File: config.mk
export PLATFORM = sky130hd
export DESIGN_NAME = brm_scan
export DESIGN_NICKNAME = d
export VERILOG_FILES = /design/src/brm_pkg.sv /design/src/brm_scan.sv
export SDC_FILE = /design/constraint.sdc
export NUM_CORES = 1
export LEC_CHECK = 0
export ABC_AREA = 1
export BUFFER_PORTS_ARGS = -buffer_cell sky130_fd_sc_hd__buf_2
export CAP_MARGIN = 25
export CORE_UTILIZATION = 45
export DETAILED_ROUTE_END_ITERATION = 8
export GPL_TIMING_DRIVEN = 0
export PLACE_DENSITY = 0.79
export SYNTH_ARGS = -nofsm -noshare
export SYNTH_HDL_FRONTEND = slang
export SYNTH_SLANG_ARGS = --single-unit
export TNS_END_PERCENT = 1
File: constraint.sdc
create_clock -name vclk -period 11.9
set_clock_uncertainty 0.15 [all_clocks]
set_input_delay 1.19 -clock vclk [all_inputs]
set_output_delay 1.19 -clock vclk [all_outputs]
set_load 0.01 [all_outputs]
File: src/brm_pkg.sv
// shared constants, types and helpers for the bitmap run allocator
package brm_pkg;

   localparam int WORD_WIDTH     = 32;
   localparam int BITS_PER_BLOCK = 1024;
   localparam int MAX_BITS       = 16384;
   localparam int NWORDS         = MAX_BITS / WORD_WIDTH;
   localparam int OW             = $clog2(WORD_WIDTH);
   localparam int AW             = $clog2(NWORDS);
   localparam int BW             = $clog2(BITS_PER_BLOCK);
   localparam int PW             = 15;
   localparam int SW             = 14;
   localparam int CW             = 15;

   typedef logic [WORD_WIDTH-1:0] word_type;
   typedef logic [PW-1:0]         pos_type;
   typedef logic [OW:0]           span_type;

   typedef struct packed {
      logic          hit;
      logic [OW-1:0] hit_idx;
      span_type      take;
      word_type      set_mask;
      logic          to_end;
   } scan_type;

   // bits lo <= i < hi set
   function automatic word_type range_mask(input span_type lo, input span_type hi);
      word_type m;
      m = '0;
      for (int i = 0; i < WORD_WIDTH; i++) begin
         m[i] = (span_type'(i) >= lo) && (span_type'(i) < hi);
      end
      return m;
   endfunction

endpackage

File: src/brm_scan.sv
// per-word search for a free bit and extent of a free run
module brm_scan (
   input  brm_pkg::word_type      data,
   input  logic [brm_pkg::OW-1:0] offset,
   input  brm_pkg::span_type      bound,
   input  logic [brm_pkg::CW-1:0] remain,
   output brm_pkg::scan_type      res
);
   import brm_pkg::*;

   word_type cand;
   word_type blocked;
   span_type off_w;
   span_type e;
   span_type n;
   span_type take;
   logic     found_c;
   logic     found_b;
   logic [OW-1:0] idx;

   always_comb begin
      off_w = {1'b0, offset};
      for (int i = 0; i < WORD_WIDTH; i++) begin
         cand[i]    = ~data[i] && (span_type'(i) >= off_w) && (span_type'(i) < bound);
         blocked[i] = (data[i] || (span_type'(i) >= bound)) && (span_type'(i) >= off_w);
      end
      found_c = 1'b0;
      idx     = '0;
      found_b = 1'b0;
      e       = span_type'(WORD_WIDTH);
      for (int i = 0; i < WORD_WIDTH; i++) begin
         if (cand[i] && !found_c) begin
            found_c = 1'b1;
            idx     = OW'(i);
         end
         if (blocked[i] && !found_b) begin
            found_b = 1'b1;
            e       = span_type'(i);
         end
      end
      n    = e - off_w;
      take = (remain < CW'(n)) ? remain[OW:0] : n;
      res.hit      = found_c;
      res.hit_idx  = idx;
      res.take     = take;
      res.set_mask = range_mask(off_w, off_w + take);
      res.to_end   = !found_b && (take == n);
   end
endmodule

==> metrics.csv <==
metric,value,unit
post-CTS setup repair buffer count,0,
Cell Int Power,182,µW
effective utilization at floorplan,46.6,%
total number of nets in the final design,839,
placed wire-length estimate,10300,µm
WP data arrival,8.87,ns
worst min-delay path category,in2out,
unrepaired setup endpoints after global routing,false,
synthesis-to-layout area growth,18.8,%
endpoint type of the worst setup path,output port,
Diodes inserted,0,
DRT Wirelength,11800,µm
Setup Viol. Count Final,0,
placeable core region,0.00729,mm²
Layout fillers,805,
sequential fraction of design power,0,%
full die area,0.00791,mm²
grt total ovfl,0,
instance count after placement with tap cells included,861,
cell seen most often among critical-path stages,sky130_fd_sc_hd__nand2_1,
transition at the pin with the smallest max-transition slack,0.780,ns
area of all placed cells without fillers,0.00404,mm²
max-cap viol count,0,
horizontal extent of the die,88.9,µm
most common library cell in the layout ignoring fill and taps,sky130_fd_sc_hd__inv_1,
share of synthesized area occupied by flip-flops and latches,0,%
Clock Buffer Count,0,
post-route setup TNS,0,ns
number of antenna violations at the first check in global routing,0,
pin count of the biggest net entering global routing,11,
ratio of cells with drive above 1 in the final layout,23.5,%
switching power,360,µW
final max-slew violation count,0,
area of the multi-input gates,0.00272,mm²
share of the synthesized area in the top cell type,17.0,%
library cell contributing the largest single delay on the critical path,sky130_fd_sc_hd__a2111oi_0,
Setup Crit Path Kind,in2out,
number of synthesis warnings,0,
DR vias,4635,
logic gate share of total power,100.0,%
clock share of power,0,%
post-synthesis instance total,659,
library cell with the largest summed area after synthesis,sky130_fd_sc_hd__inv_1,
num sequential,0,
time the final worst path needs with I/O delays and setup,10.21,ns
largest fanout of any net on the critical path,10,
area of the mapped netlist,0.00340,mm²
number of global-route vias before repair,4260,
vertical extent of the die,88.9,µm
Syn Area/Cell,5.16,µm²
placed standard-cell area,0.00404,mm²
number of nets still failing antenna checks after routing,0,
post-detailed-route wirelength per cell,13.7,µm
Max Fclk,97.9,MHz
leakage power summed over all cells,0.00244,µW
crit start category,primary input,
fin cells,861,
Worst EP required,10.56,ns
synthesized net count,734,
count of input and output buffers,103,
"IR drop worst, VDD",0.0000983,V
Initial DRC Count,433,
number of hold violations in the final report,0,
number of hold buffers added after CTS,0,
crit-path max cell delay,0.69,ns
via density per instance,5.38,
power density over the cells,134,mW/mm²
storage element area,0,µm²
Synth area leaders,"sky130_fd_sc_hd__inv_1 (17%), sky130_fd_sc_hd__nand2_1 (14%), sky130_fd_sc_hd__nor2_1 (7.9%), sky130_fd_sc_hd__nand3_1 (7.8%), sky130_fd_sc_hd__ha_1 (5.5%)",
outcome,"finished, final reports clean",
"commonest non-fill, non-tap cells in the layout","sky130_fd_sc_hd__inv_1 (154), sky130_fd_sc_hd__nand2_1 (128), sky130_fd_sc_hd__buf_2 (106), sky130_fd_sc_hd__nor2_1 (72), sky130_fd_sc_hd__nand3_1 (53)",
switching power share of the total,66.4,%
row count,31,
detailed-routing iteration count for the pre-antenna-repair pass,5,
final clock period utilization by the worst path,85.8,%
cts repair resizes,0,
GP Congestion,0.949,
number of distinct library cells after synthesis,51,
Top-Level Pins,103,
GRT Total Usage,30.0,%
normalized max-slew margin,46.7,%
remaining routing DRC violations,0,
global-route wire length before repair,18900,µm
## power by group through the flow
stage | Sequential [µW] | Clock (µW) | Combinational, µW
CTS | 0 | 0 | 536
global route | 0 | 0 | 599
detailed placement | 0 | 0 | 534
floorplan | 0 | 0 | 369
global placement | 0 | 0 | 527
finish | 0 | 0 | 543
## synth_stat cells, types with 2 or more instances
| cell type | n |
|---|---|
| sky130_fd_sc_hd__nor4_1 | 8 |
| sky130_fd_sc_hd__nand2_2 | 12 |
| sky130_fd_sc_hd__clkinv_1 | 5 |
| sky130_fd_sc_hd__o21ai_0 | 28 |
| sky130_fd_sc_hd__a31oi_1 | 5 |
| sky130_fd_sc_hd__nand2_1 | 128 |
| sky130_fd_sc_hd__nand4_2 | 8 |
| sky130_fd_sc_hd__nand3_2 | 8 |
| sky130_fd_sc_hd__nand3_1 | 53 |
| sky130_fd_sc_hd__fa_1 | 2 |
| sky130_fd_sc_hd__o41ai_1 | 2 |
| sky130_fd_sc_hd__a21oi_1 | 25 |
| sky130_fd_sc_hd__inv_1 | 154 |
| sky130_fd_sc_hd__inv_2 | 7 |
| sky130_fd_sc_hd__o21ai_1 | 10 |
| sky130_fd_sc_hd__buf_2 | 3 |
| sky130_fd_sc_hd__nor3_1 | 15 |
| sky130_fd_sc_hd__a311oi_1 | 2 |
| sky130_fd_sc_hd__buf_4 | 2 |
| sky130_fd_sc_hd__xor2_1 | 5 |
| sky130_fd_sc_hd__ha_1 | 15 |
| sky130_fd_sc_hd__o2111ai_1 | 4 |
| sky130_fd_sc_hd__nor2_1 | 72 |
| sky130_fd_sc_hd__nand4_1 | 29 |
| sky130_fd_sc_hd__nor2_4 | 10 |
| sky130_fd_sc_hd__or2_2 | 2 |
| sky130_fd_sc_hd__nor2_2 | 16 |
| sky130_fd_sc_hd__a211oi_1 | 6 |
## worst paths after layout
kind,from,to,cells past startpoint
worst max-delay path,offset[4],res[29],47
worst min-delay path,remain[2],res[35],4
## layer usage
layer | wire length (µm) | part of all wire, % | vias to the layer above | global-route usage (%)
li1 | - | - | 2356 | -
met2 | 5560 | 47 | 206 | 53.4
met4 | 233 | 2.0 | 0 | 8.66
met5 | 0 | 0 | - | 0
met1 | 5260 | 44 | 2050 | 39.2
met3 | 772 | 6.5 | 23 | 1.48
## critical path, delay by kind of cell
family,cells,cell delay (ns)
buf+inv,11,1.22
compound gates,11,3.14
fa+ha+maj,3,0.87
simple gates,22,2.45
## kinds of logic (layout without fill, tap and decap cells)
kind of cell / after synthesis / in the layout / share of synthesized area, %
buffers and inverters: 174 / 277 / 20.1
adder cells (fa/ha/maj): 17 / 17 / 6.70
XOR/XNOR: 6 / 6 / 1.55
AO/OA/AOI/OAI: 93 / 93 / 16.5
AND/OR/NAND/NOR: 369 / 369 / 55.2
## stage by stage
| step | util, % | hold WS [ns] | power [µW] | worst slack [ns] |
|---|---|---|---|---|
| 2_1_floorplan | - | 2.38 | 369 | 3.06 |
| 3_3_place_gp | 55.4 | 2.65 | 527 | 2.11 |
| 3_5_place_dp | 55.4 | 2.65 | 534 | 1.76 |
| 4_1_cts | 55.4 | 2.65 | 536 | 1.73 |
| 5_1_grt | 55.4 | 2.70 | 599 | 0.887 |
| 6_report | 55.4 | 2.65 | 543 | 1.69 |
## area by class of cell
| class | count | share of cell area (%) |
|---|---|---|
| buffer | 8 | 1.49 |
| inverter | 166 | 15.4 |
| multi-input combinational | 485 | 67.3 |
| tap | 99 | 3.07 |
| timing repair buffer | 103 | 12.8 |
No activity file was read; power rests on OpenSTA's default activity.
